**src/design/number_range_list_parser_core_defines.svh**
```systemverilog
// Assertion macros shared by the number range list parser RTL.
// Depends on nothing; the including module must provide clk_i and rst_ni.
`ifndef NUMBER_RANGE_LIST_PARSER_CORE_DEFINES_SVH
`define NUMBER_RANGE_LIST_PARSER_CORE_DEFINES_SVH

// Same-cycle implication, checked outside of reset.
`define NRLP_ASSERT_IMP(label, ante, cons, msg) \
  label: assert property (@(posedge clk_i) disable iff (!rst_ni) (ante) |-> (cons)) \
    else $error(msg);

// Next-cycle implication, checked outside of reset.
`define NRLP_ASSERT_NXT(label, ante, cons, msg) \
  label: assert property (@(posedge clk_i) disable iff (!rst_ni) (ante) |=> (cons)) \
    else $error(msg);

`endif

```
**src/design/nrlp_pkg.sv**
```systemverilog
// Shared types and constants of the number range list parser.
// No dependencies; imported by the controller, the datapath and the top level.
`default_nettype none

package nrlp_pkg;

  localparam int unsigned ValW   = 31;
  localparam int unsigned CountW = 6;
  localparam int unsigned ChW    = 8;

  localparam logic [CountW-1:0] LIST_LIMIT = 6'd63;
  localparam logic [ValW-1:0]   ACC_MAX    = 31'h7FFF_FFFF;

  localparam logic [ChW-1:0] CH_COMMA = 8'h2C;
  localparam logic [ChW-1:0] CH_DASH  = 8'h2D;
  localparam logic [ChW-1:0] CH_ZERO  = 8'h30;
  localparam logic [ChW-1:0] CH_NINE  = 8'h39;

  localparam logic KIND_VALUE  = 1'b0;
  localparam logic KIND_STATUS = 1'b1;

  typedef enum logic [1:0] {
    STAT_OK       = 2'd0,
    STAT_SYNTAX   = 2'd1,
    STAT_OVERFLOW = 2'd2
  } status_e;

  // Syntax position within one list entry.
  typedef enum logic [1:0] {
    MODE_FIRST = 2'd0,  // a first digit is required
    MODE_MORE  = 2'd1,  // inside a single number
    MODE_ONE   = 2'd2,  // after a dash, a digit is required
    MODE_RANGE = 2'd3   // inside a range end
  } parse_mode_e;

  typedef enum logic [1:0] {
    ST_IDLE,
    ST_EXPAND,
    ST_STATUS
  } ctrl_state_e;

  typedef struct packed {
    logic [ChW-1:0] ch;
    logic           end_of_text;
  } in_item_t;

  typedef struct packed {
    logic              kind;
    logic [ValW-1:0]   value;
    logic [1:0]        status;
    logic [CountW-1:0] count;
    logic              last;
  } out_item_t;

  // Commands from the controller to the datapath.
  typedef struct packed {
    logic accept;       // input transfer this cycle
    logic step;         // one range expansion step
    logic emit_status;  // load the end-of-text status result
    logic final_ok;     // a range value may carry the last flag
  } ctrl_cmd_t;

  // Status from the datapath to the controller.
  typedef struct packed {
    logic slot_free;    // output register can take a result
    logic start_range;  // the offered item starts a range expansion
    logic is_eot;       // the offered item ends the text
    logic expand_done;  // the range expansion has nothing more to emit
  } dp_status_t;

endpackage

`default_nettype wire

```
**src/design/nrlp_dpath.sv**
```systemverilog
// Datapath of the number range list parser: parse registers, digit
// accumulator, range counter, list limit register and output register.
// Depends on nrlp_pkg and the shared assertion macro header.
`default_nettype none
`include "number_range_list_parser_core_defines.svh"

module nrlp_dpath (
  input  wire                       clk_i,
  input  wire                       rst_ni,
  input  nrlp_pkg::in_item_t        in_data_i,
  input  nrlp_pkg::ctrl_cmd_t       cmd_i,
  output nrlp_pkg::dp_status_t      stat_o,
  input  wire                       cfg_valid_i,
  input  wire [nrlp_pkg::CountW-1:0] cfg_wdata_i,
  output logic                      out_valid_o,
  input  wire                       out_ready_i,
  output nrlp_pkg::out_item_t       out_data_o
);
  import nrlp_pkg::*;

  parse_mode_e       mode_q, mode_d;
  status_e           err_q, err_d;
  logic [ValW-1:0]   acc_q, acc_d;
  logic              have_q, have_d;
  logic              in_range_q, in_range_d;
  logic [ValW-1:0]   prev_q, prev_d;
  logic [CountW-1:0] count_q, count_d;
  logic [ValW:0]     v_q, v_d;
  logic [CountW-1:0] max_count_q;
  logic              out_valid_q, out_valid_d;
  out_item_t         out_q, out_d;

  logic              load;
  logic              is_dig;
  logic [ValW+3:0]   acc_x10;
  logic [ValW-1:0]   acc_sat;
  logic              list_full;
  logic              range_empty;
  logic              do_single;
  logic              single_last;
  logic [CountW:0]   count_inc;

  // Character class and saturating decimal accumulate.
  assign is_dig  = in_data_i.ch inside {[CH_ZERO:CH_NINE]};
  assign acc_x10 = ({4'b0, acc_q} << 3) + ({4'b0, acc_q} << 1)
                 + {31'b0, in_data_i.ch[3:0]};
  assign acc_sat = (acc_x10 > {4'b0, ACC_MAX}) ? ACC_MAX : acc_x10[ValW-1:0];

  // Limit checks; the register range already caps the limit at the list maximum.
  assign count_inc   = {1'b0, count_q} + 7'd1;
  assign list_full   = count_q >= max_count_q;
  assign range_empty = v_q > {1'b0, acc_q};

  // Status toward the controller.
  assign stat_o.slot_free   = !out_valid_q || out_ready_i;
  assign stat_o.is_eot      = in_data_i.end_of_text;
  assign stat_o.start_range = (err_q == STAT_OK) &&
                              (in_data_i.end_of_text ? in_range_q :
                               (mode_q == MODE_RANGE && in_data_i.ch == CH_COMMA));
  assign stat_o.expand_done = range_empty || list_full;

  // Next-state logic of the parse registers and the output register.
  always_comb begin
    mode_d      = mode_q;
    err_d       = err_q;
    acc_d       = acc_q;
    have_d      = have_q;
    in_range_d  = in_range_q;
    prev_d      = prev_q;
    count_d     = count_q;
    v_d         = v_q;
    load        = 1'b0;
    out_d       = out_q;
    do_single   = 1'b0;
    single_last = 1'b0;

    if (cmd_i.accept) begin
      if (stat_o.start_range) begin
        v_d = {1'b0, prev_q} + {{ValW{1'b0}}, 1'b1};
      end
      if (in_data_i.end_of_text) begin
        if (err_q == STAT_OK && !in_range_q && have_q) begin
          do_single = 1'b1;
        end
      end else if (err_q == STAT_OK) begin
        case (mode_q)
          MODE_FIRST, MODE_ONE: begin
            if (is_dig) begin
              acc_d  = acc_sat;
              have_d = 1'b1;
              mode_d = (mode_q == MODE_FIRST) ? MODE_MORE : MODE_RANGE;
            end else begin
              err_d = STAT_SYNTAX;
            end
          end
          MODE_MORE: begin
            if (is_dig) begin
              acc_d  = acc_sat;
              have_d = 1'b1;
            end else if (in_data_i.ch == CH_COMMA) begin
              do_single   = 1'b1;
              single_last = 1'b1;
              mode_d      = MODE_FIRST;
            end else if (in_data_i.ch == CH_DASH) begin
              do_single   = 1'b1;
              single_last = 1'b1;
              in_range_d  = 1'b1;
              mode_d      = MODE_ONE;
            end else begin
              err_d = STAT_SYNTAX;
            end
          end
          MODE_RANGE: begin
            if (is_dig) begin
              acc_d  = acc_sat;
              have_d = 1'b1;
            end else if (in_data_i.ch == CH_COMMA) begin
              // The accumulator keeps the range end until expansion finishes.
              in_range_d = 1'b0;
              mode_d     = MODE_FIRST;
            end else begin
              err_d = STAT_SYNTAX;
            end
          end
          default: begin
            err_d = STAT_SYNTAX;
          end
        endcase
      end

      // A completed single number goes out unless the list is full.
      if (do_single) begin
        acc_d  = '0;
        have_d = 1'b0;
        if (list_full) begin
          err_d = STAT_OVERFLOW;
        end else begin
          load         = 1'b1;
          count_d      = count_inc[CountW-1:0];
          prev_d       = acc_q;
          out_d.kind   = KIND_VALUE;
          out_d.value  = acc_q;
          out_d.status = STAT_OK;
          out_d.count  = count_inc[CountW-1:0];
          out_d.last   = single_last;
        end
      end
    end else if (cmd_i.step) begin
      // One range value per step, or the end of the expansion.
      if (stat_o.expand_done) begin
        acc_d  = '0;
        have_d = 1'b0;
        if (!range_empty) begin
          err_d = STAT_OVERFLOW;
        end
      end else begin
        load         = 1'b1;
        count_d      = count_inc[CountW-1:0];
        prev_d       = v_q[ValW-1:0];
        v_d          = v_q + {{ValW{1'b0}}, 1'b1};
        out_d.kind   = KIND_VALUE;
        out_d.value  = v_q[ValW-1:0];
        out_d.status = STAT_OK;
        out_d.count  = count_inc[CountW-1:0];
        out_d.last   = cmd_i.final_ok &&
                       (v_q == {1'b0, acc_q} || count_inc >= {1'b0, max_count_q});
      end
    end else if (cmd_i.emit_status) begin
      // Status result, then the parse state starts over for the next text.
      load         = 1'b1;
      out_d.kind   = KIND_STATUS;
      out_d.value  = '0;
      out_d.status = err_q;
      out_d.count  = count_q;
      out_d.last   = 1'b1;
      mode_d       = MODE_FIRST;
      err_d        = STAT_OK;
      acc_d        = '0;
      have_d       = 1'b0;
      in_range_d   = 1'b0;
      prev_d       = '0;
      count_d      = '0;
    end

    out_valid_d = load || (out_valid_q && !out_ready_i);
  end

  // Control and parse state registers.
  always_ff @(posedge clk_i or negedge rst_ni) begin
    if (!rst_ni) begin
      mode_q      <= MODE_FIRST;
      err_q       <= STAT_OK;
      acc_q       <= '0;
      have_q      <= 1'b0;
      in_range_q  <= 1'b0;
      prev_q      <= '0;
      count_q     <= '0;
      max_count_q <= LIST_LIMIT;
      out_valid_q <= 1'b0;
    end else begin
      mode_q      <= mode_d;
      err_q       <= err_d;
      acc_q       <= acc_d;
      have_q      <= have_d;
      in_range_q  <= in_range_d;
      prev_q      <= prev_d;
      count_q     <= count_d;
      out_valid_q <= out_valid_d;
      if (cfg_valid_i) begin
        max_count_q <= cfg_wdata_i;
      end
    end
  end

  // Payload registers: range counter and output result.
  always_ff @(posedge clk_i) begin
    v_q <= v_d;
    if (load) begin
      out_q <= out_d;
    end
  end

  assign out_valid_o = out_valid_q;
  assign out_data_o  = out_q;

  // Every value result advances the list count by exactly one.
  `NRLP_ASSERT_NXT(a_count_step, load && out_d.kind == KIND_VALUE,
    count_q == $past(count_q) + 6'd1, "value result without count advance")
  // A status result leaves a cleared parse state behind.
  `NRLP_ASSERT_NXT(a_status_clears, cmd_i.emit_status,
    count_q == '0 && err_q == STAT_OK && mode_q == MODE_FIRST,
    "parse state not cleared after status")
  // After an error, text bytes produce nothing.
  `NRLP_ASSERT_IMP(a_err_silent, cmd_i.accept && !in_data_i.end_of_text && err_q != STAT_OK,
    !load && err_d == err_q, "byte after error changed the result stream")

endmodule

`default_nettype wire

```
**src/design/nrlp_ctrl.sv**
```systemverilog
// Controller of the number range list parser: sequences input transfers,
// range expansion and the end-of-text status result.
// Depends on nrlp_pkg and the shared assertion macro header.
`default_nettype none
`include "number_range_list_parser_core_defines.svh"

module nrlp_ctrl (
  input  wire                  clk_i,
  input  wire                  rst_ni,
  input  wire                  in_valid_i,
  output logic                 in_ready_o,
  input  nrlp_pkg::dp_status_t stat_i,
  output nrlp_pkg::ctrl_cmd_t  cmd_o
);
  import nrlp_pkg::*;

  ctrl_state_e state_q, state_d;
  logic        eot_pend_q, eot_pend_d;
  logic        accept;

  assign accept = in_valid_i && in_ready_o;

  // Next state.
  always_comb begin
    state_d    = state_q;
    eot_pend_d = eot_pend_q;
    case (state_q)
      ST_IDLE: begin
        if (accept) begin
          eot_pend_d = stat_i.is_eot;
          if (stat_i.start_range) begin
            state_d = ST_EXPAND;
          end else if (stat_i.is_eot) begin
            state_d = ST_STATUS;
          end
        end
      end
      ST_EXPAND: begin
        if (stat_i.slot_free && stat_i.expand_done) begin
          state_d = eot_pend_q ? ST_STATUS : ST_IDLE;
        end
      end
      ST_STATUS: begin
        if (stat_i.slot_free) begin
          state_d = ST_IDLE;
        end
      end
      default: begin
        state_d = ST_IDLE;
      end
    endcase
  end

  // Outputs.
  always_comb begin
    in_ready_o        = 1'b0;
    cmd_o.accept      = 1'b0;
    cmd_o.step        = 1'b0;
    cmd_o.emit_status = 1'b0;
    cmd_o.final_ok    = !eot_pend_q;
    case (state_q)
      ST_IDLE: begin
        in_ready_o   = stat_i.slot_free;
        cmd_o.accept = in_valid_i && stat_i.slot_free;
      end
      ST_EXPAND: begin
        cmd_o.step = stat_i.slot_free;
      end
      ST_STATUS: begin
        cmd_o.emit_status = stat_i.slot_free;
      end
      default: begin
        in_ready_o = 1'b0;
      end
    endcase
  end

  // State registers.
  always_ff @(posedge clk_i or negedge rst_ni) begin
    if (!rst_ni) begin
      state_q    <= ST_IDLE;
      eot_pend_q <= 1'b0;
    end else begin
      state_q    <= state_d;
      eot_pend_q <= eot_pend_d;
    end
  end

  // End of text without a range goes straight to the status result.
  `NRLP_ASSERT_NXT(a_eot_to_status, accept && stat_i.is_eot && !stat_i.start_range,
    state_q == ST_STATUS, "end of text did not lead to status")

endmodule

`default_nettype wire

```
**src/design/number_range_list_parser_core.sv**
```systemverilog
// Number range list parser: takes one text byte per input transfer (for
// example "2,3,4,8-10") and returns one result per listed value, ranges
// expanded, then a status result with the value count at end of text. A
// byte that emits nothing or one value is done when it is accepted; a
// comma that closes a range is accepted first, then the range counter loop
// emits one value per step and a closing step ends the expansion. End of
// text then loads the status result. All results pass through a
// single output register, so a stalled consumer holds the parser once that
// register is full. The list limit register (reset 63) is written through
// the cfg channel, which is always ready.
`default_nettype none

module number_range_list_parser_core (
  input  wire                       clk_i,
  input  wire                       rst_ni,
  input  wire                       in_valid_i,
  output logic                      in_ready_o,
  input  nrlp_pkg::in_item_t        in_data_i,
  output logic                      out_valid_o,
  input  wire                       out_ready_i,
  output nrlp_pkg::out_item_t       out_data_o,
  input  wire                       cfg_valid_i,
  output logic                      cfg_ready_o,
  input  wire [nrlp_pkg::CountW-1:0] cfg_wdata_i
);
  import nrlp_pkg::*;

  ctrl_cmd_t  cmd;
  dp_status_t stat;

  assign cfg_ready_o = 1'b1;

  // Sequencing of transfers, range expansion and status.
  nrlp_ctrl u_ctrl (
    .clk_i      (clk_i),
    .rst_ni     (rst_ni),
    .in_valid_i (in_valid_i),
    .in_ready_o (in_ready_o),
    .stat_i     (stat),
    .cmd_o      (cmd)
  );

  // Parse state, accumulators and output register.
  nrlp_dpath u_dpath (
    .clk_i       (clk_i),
    .rst_ni      (rst_ni),
    .in_data_i   (in_data_i),
    .cmd_i       (cmd),
    .stat_o      (stat),
    .cfg_valid_i (cfg_valid_i),
    .cfg_wdata_i (cfg_wdata_i),
    .out_valid_o (out_valid_o),
    .out_ready_i (out_ready_i),
    .out_data_o  (out_data_o)
  );

endmodule

`default_nettype wire

```
**config.mk**
```make
export PLATFORM = sky130hd
export DESIGN_NAME = number_range_list_parser_core
export DESIGN_NICKNAME = d
export VERILOG_FILES = /design/src/design/nrlp_pkg.sv /design/src/design/nrlp_dpath.sv /design/src/design/nrlp_ctrl.sv /design/src/design/number_range_list_parser_core.sv
export VERILOG_INCLUDE_DIRS = /design/src /design/src/design
export SDC_FILE = /design/constraint.sdc
export NUM_CORES = 1
export LEC_CHECK = 0
export BUFFER_PORTS_ARGS = -buffer_cell sky130_fd_sc_hd__buf_2
export CORE_MARGIN = 4
export CORE_UTILIZATION = 50
export CTS_CLUSTER_DIAMETER = 80
export CTS_CLUSTER_SIZE = 24
export DETAILED_ROUTE_END_ITERATION = 10
export PLACE_DENSITY_LB_ADDON = 0.25
export SETUP_SLACK_MARGIN = 0.2
export SLEW_MARGIN = 5
export SYNTH_ARGS = -nofsm -noshare
export SYNTH_HDL_FRONTEND = slang
export SYNTH_SLANG_ARGS = --single-unit
```
**constraint.sdc**
```tcl
create_clock -name clk_i -period 7.2 [get_ports clk_i]
set_input_delay 1.44 -clock clk_i [delete_from_list [all_inputs] [get_ports clk_i]]
set_output_delay 1.44 -clock clk_i [all_outputs]
set_load 0.02 [all_outputs]
```
### Word-level counts from Yosys, hierarchy flattened

Index checks and enable logic that the tools add are counted.

| word-level totals | value |
|---|---|
| register bits after elaboration | 157 |
| bits of input ports | 20 |
| logic and storage cells | 201 |

| cells by class | value |
|---|---|
| $add $sub $neg | 5 |
| $lt $le $gt $ge | 6 |
| eq/ne operators | 33 |
| muxes and demuxes | 105 |
| reduce and logical (&&, ||, !) cells | 35 |

Operators with widths:

| cell | count |
|---|---|
| $mux W31 | 15 |
| $mux W41 | 6 |
| $mux W32 | 4 |
| $mux W2 | 32 |
| $mux W1 | 38 |
| $mux W6 | 6 |
| $add A34 B32 Y35 | 1 |
| $add A35 B4 Y35 | 1 |
| $gt A35 B31 Y1 const B | 1 |
| $add A31 B1 Y32 const B | 1 |
| $add A32 B1 Y32 const B | 1 |
| $eq A32 B31 Y1 | 1 |
| $gt A32 B31 Y1 | 1 |
| $ne A3 B3 Y1 const B | 7 |
| $pmux W2 S3 | 3 |
| $eq A8 B6 Y1 const B | 2 |
| $ne A2 B1 Y1 const B | 7 |
| $logic_and A1 B1 Y1 | 10 |
| $reduce_and A10 Y1 | 1 |
| $reduce_and A5 Y1 | 2 |
| $ne A3 B1 Y1 const B | 3 |
| $ne A3 B2 Y1 const B | 3 |
| $reduce_and A9 Y1 | 1 |
| $ge A8 B6 Y1 const B | 1 |
| other kinds (19) | 36 |

### Logic depth before layout (Yosys ltp)

| depth | value |
|---|---|
| depth in word-level cells | 11 |
| mapped depth | 16 |
| mapped depth without buffers | 12 |

### Cells and area by module

Synthesis repeated with hierarchy kept, for this count alone.

| unflattened totals | value |
|---|---|
| cells, all modules | 1,071 |
| area total of the unflattened synthesis | 10,590.2 sq um |

By module, submodules not included:

| module | instances | cells each | area an instance (sq um) | sequential area each (sq um) |
|---|---|---|---|---|
| nrlp_dpath | 1 | 1,053 | 10,407.5 | 4,226.6 |
| nrlp_ctrl | 1 | 16 | 171.4 | 75.1 |
| number_range_list_parser_core | 1 | 2 | 11.3 | 0.0 |

### Least setup slack after synthesis

No wires, ideal clock.

| timing path | value |
|---|---|
| path type | input to register |
| start point | in out_ready_i |
| end point | reg u_dpath.v_q[30], data pin |
| setup time | 0.271 ns |
| data arrival time | 4.676 ns |
| required time | 6.929 ns |
| slack | 2.252 ns |
| cell stages on the path | 16 |
| path buffers | 6 |
| cells stage by stage | nand2b_1 -> and4_1 -> buf_2 -> buf_1 -> buf_1 -> buf_2 -> clkbuf_1 -> nand2_1 -> nand2_1 -> ha_1 -> clkbuf_1 -> o21ai_0 -> nor3_2 -> nand3_1 -> nor4_1 -> xor2_1 |

| on the way | value |
|---|---|
| cells in the longest elaborated chain, start to end | 4 |

Ends and longest elaborated chain:

| what | line | RTL |
|---|---|---|
| from (decl) | number_range_list_parser_core.sv:20 | `input wire out_ready_i,` |
| $logic_or A1 B1 Y1 | nrlp_dpath.sv:55 | `assign stat_o.slot_free = !out_valid_q \|\| out_ready_i;` |
| $logic_and A1 B1 Y1 | nrlp_ctrl.sv:64 | `cmd_o.accept = in_valid_i && stat_i.slot_free;` |
| $mux W1 | nrlp_ctrl.sv:61 | `case (state_q)` |
| $mux W32 | nrlp_dpath.sv:77 | `if (cmd_i.accept) begin` |
| net u_dpath.v_d[30] | nrlp_dpath.sv:28 | `logic [ValW:0] v_q, v_d;` |
| to (signal assigned) | nrlp_dpath.sv:217 | `v_q <= v_d;` |
| to (decl) | nrlp_dpath.sv:28 |  |

The timed path passes the listed nets, and every way through them passes these cells.
A chain may end at the register's enable or synchronous reset.

### Worst setup path after layout

| timing path | value |
|---|---|
| start point | in in_data_i[4] (netlist name) |
| end point | reg u_dpath.acc_q[12] |

| on the way | value |
|---|---|
| cells in the longest elaborated chain, start to end | 10 |
| elaborated cells between the ends (all ways) | 25 |
| those cells by class | add/sub (1); order compare (3); eq/ne (5); mux (14); reduce/logical (2) |

Ends and longest elaborated chain:

| what | line | RTL |
|---|---|---|
| from (decl) | number_range_list_parser_core.sv:18 | `input nrlp_pkg::in_item_t in_data_i,` |
| branches (longest 10 deep; another with $add A35 B4 Y35) | n/a |  |
| to (signal assigned) | nrlp_dpath.sv:193 | `acc_q <= '0;` |
| to (signal assigned) | nrlp_dpath.sv:203 | `acc_q <= acc_d;` |
| to (decl) | nrlp_dpath.sv:23 | `logic [ValW-1:0] acc_q, acc_d;` |

Parallel ways; which one is timed is not known. The select of a mux whose other input is x is not followed.

==> run summary <==
cell repeated most along the worst path: fa_1
first-pass GRT wire length: 44,900 um
Die Ht: 156 um
first-pass iteration count of the detailed router: 5
worst r2r src: u_dpath.acc_q[0]
Cell Chain, Critical Path: buf_2 > inv_1 > fa_1 > fa_1 > nand2b_1 > a21o_1 > a2111o_1 > a2111oi_2 > nor2_1 > mux2_4 > o31ai_4 > o221ai_1
Design Power: 2.58 mW
PwrDens: 214 nW/um2
Synthesis Warnings: 0
worst slew pin tran: 1.19 ns
hold slack: 0.516 ns
Pins Over Slew Limit: 0
ANT nets after route: 0
RSZ-0062 raised after global routing: no
HP Class: flip-flop to flip-flop
Die ar.: 24,400 um2
Yosys reg bits: 157
Area Growth Syn to Fin: 9.60%
nature of the critical path endpoint: flip-flop
core footprint: 21,300 um2
layout cells sized above 1: 13.4%
Net Switching: 821 uW
GRT Overall Usage: 22.8%
port bufs: 62
slowest CP cell: o31ai_4
WL/cell: 18.5 um
slowest stage delay, CP: 0.70 ns
combinational group share of total power: 23.9%
worst path bufs/invs: 2
status: finished clean
worst ir drop on vdd: 0.174 mV
Top FF cell, synth: dfrtp_1
CP Launch Type: input pin
Crit path max-delay family: compound AO/OA/AOI/OAI gates
setup TNS: 0 ns
H-Tree Depth: 4
Mapped Area: 11,000 um2
clk_skew: 0.00716 ns
initial core utilization: 51.6%
number of global-route vias before repair: 8,620
WS Path Type: input pin to flip-flop
Num CTS Buffers: 17
endpoints failing setup: 0
FILL cells: 1,908
Setup crit start: in_data_i[4]
CTS tree: yes
Fin. Hold Viols: 0
initial antenna violation count: 0
Crit path required time: 7.44 ns
hold buffer count at cts: 0
Netlist cell types: 78
cells after synthesis: 1,154
post-layout util: 56.6%
pin count of the biggest net entering global routing: 78
register area: 4300 um2
Multi-input gate area: 6210 um2
Ports: 64
sequential power share: 42.4%
minimum clock period: 4.96 ns
Lkg Pwr: 5.16 nW
CTS max path bufs: 2
critical-path maximum fanout: 19
Slew HR: 20.7%
Vias/cell: 5.95
Post-synth EDFFs: 73
clock root buffer: clkbuf_16
remaining routing DRC violations: 0
initial DRC count: 827
Clk network pwr share: 33.7%
Chip Width: 156 um
ys async rst share: 53.5%
Layout Nets: 1,326
cts repair resizes: 0
via count: 8,817
Num Clock Sinks: 157
DP HPWL: 20,600 um
Sw Share: 31.9%
Power Internal: 1.76 mW
later-pin clock latency in the skew report: 0.42 ns
number of setup buffers added after CTS: 0
clock slew at reported path FFs: 0.06 ns
Data arrival, critical path: 5.20 ns
GPL Wtd Cong: 0.920
sequential share of the synthesized area: 39.1%
max_cap viols: 0
total wire length: 27,400 um
total gr overflow: 0
hold_sp: u_dpath.prev_q[23]
Synth Net Count: 1,287
Diodes inserted: 0
row cnt: 53
Fmax achieved: 202 MHz
post-route clock period utilization: 68.9%
syn_area_per_cell: 9.52 um2
## flip-flops by register name, summed over array words and instances, names as in the netlist
signal,count
u_dpath.out_data_o,41
u_dpath.v_q,32
u_dpath.err_q,2
u_dpath.acc_q,31
u_dpath.max_count_q,6
u_ctrl.state_q,2
u_ctrl.eot_pend_q,1
u_dpath.prev_q,31
u_dpath.in_range_q,1
u_dpath.count_q,6
u_dpath.have_q,1
u_dpath.out_valid_o,1
u_dpath.mode_q,2
## layout by cell type, fill, tap and decap left out, types with 5 or more instances in the layout
cell type,count
edfxtp_1,73
and3_1,6
a31oi_1,14
a211oi_1,5
o211ai_1,9
xnor2_1,39
clkbuf_16,20
nor2b_1,5
buf_2,61
inv_1,62
buf_4,9
a21oi_1,64
dfrtp_1,78
ha_1,111
a21o_1,9
xor2_1,37
nand2_1,145
o22ai_1,10
nor2_1,67
o21bai_1,5
nand4_1,18
a22oi_1,12
o21a_1,8
nor3_1,17
mux2_2,33
dfstp_2,6
nor4_1,13
mux2i_1,27
o21ai_0,90
and2_1,6
a21boi_0,8
nand3_1,37
o221ai_1,6
nand2b_1,11
## per-layer routing
layer / part of all wire, % / GRT usage, % / up-vias
met5: 0 / 0 / -
met4: 2.0 / 7.52 / 0
met3: 4.5 / 3.15 / 37
met2: 47 / 36.5 / 235
met1: 46 / 32.2 / 4266
li1: - / - / 4279
## cell families after synthesis
logic type	after synthesis	synth area share, %
other	1	0.0341
xor gates and xnor gates	76	6.06
buffers and inverters	113	4.44
DFF	157	39.1
adders and majority gates	113	13.0
muxes	62	6.08
and+or+nand+nor	356	15.4
AOI/OAI and AO/OA	276	15.8
## synth_stat cells, types with 17 or more instances
cell | number | area [um2]
xor2_1 | 37 | 324
nor3_1 | 17 | 85.1
mux2i_1 | 27 | 270
nand3_1 | 37 | 185
inv_1 | 62 | 233
nand4_1 | 18 | 113
mux2_2 | 33 | 372
a21oi_1 | 64 | 320
ha_1 | 111 | 1390
o21ai_0 | 90 | 450
nand2_1 | 145 | 544
nor2_1 | 67 | 251
dfrtp_1 | 78 | 1950
clkbuf_1 | 28 | 105
edfxtp_1 | 73 | 2190
xnor2_1 | 39 | 342
## final cells by class
class | instances | area share (%)
Multi-Input combinational cell | 884 | 51.6
Sequential cell | 157 | 35.7
Clock buffer | 24 | 4.36
Timing Repair Buffer | 70 | 3.10
Tap cell | 275 | 2.86
Inverter | 63 | 1.98
Clock inverter | 8 | 0.395
## through the flow
step | cell area (um2) | instances | worst slack [ns]
final | 12000 | 1481 | 2.24
after global routing | 12000 | 1481 | 2.07
after CTS | 12000 | 1481 | 2.25
after detailed placement | 11500 | 1449 | 1.84
after global placement | 11500 | 1449 | 1.94
after floorplan | 11000 | 1154 | 2.25
## power by group through the flow
stage                     Sequential, mW  Clock [mW]  Combinational (mW)
after floorplan                     1.13           0               0.412
after global placement              1.11           0               0.604
after detailed placement            1.11           0               0.616
after CTS                           1.09       0.875               0.617
after global routing                1.10       0.920               0.685
final                               1.09       0.867               0.616
## path summary, 6_finish.rpt
| kind | slack [ns] | endpoint | cells past startpoint |
|---|---|---|---|
| worst min-delay path | 0.52 | u_dpath.prev_q[23] | 1 |
| worst max-delay path | 2.24 | u_dpath.acc_q[12] | 12 |
| worst max register to register | 2.81 | u_dpath.acc_q[12] | 11 |
| worst min register to register | 0.52 | u_dpath.prev_q[23] | 1 |
| max in group asynchronous | 5.22 | u_dpath.prev_q[9] | 2 |
| min in group asynchronous | 0.99 | u_dpath.mode_q[0] | 1 |
Power figures use the tool's default switching activity.
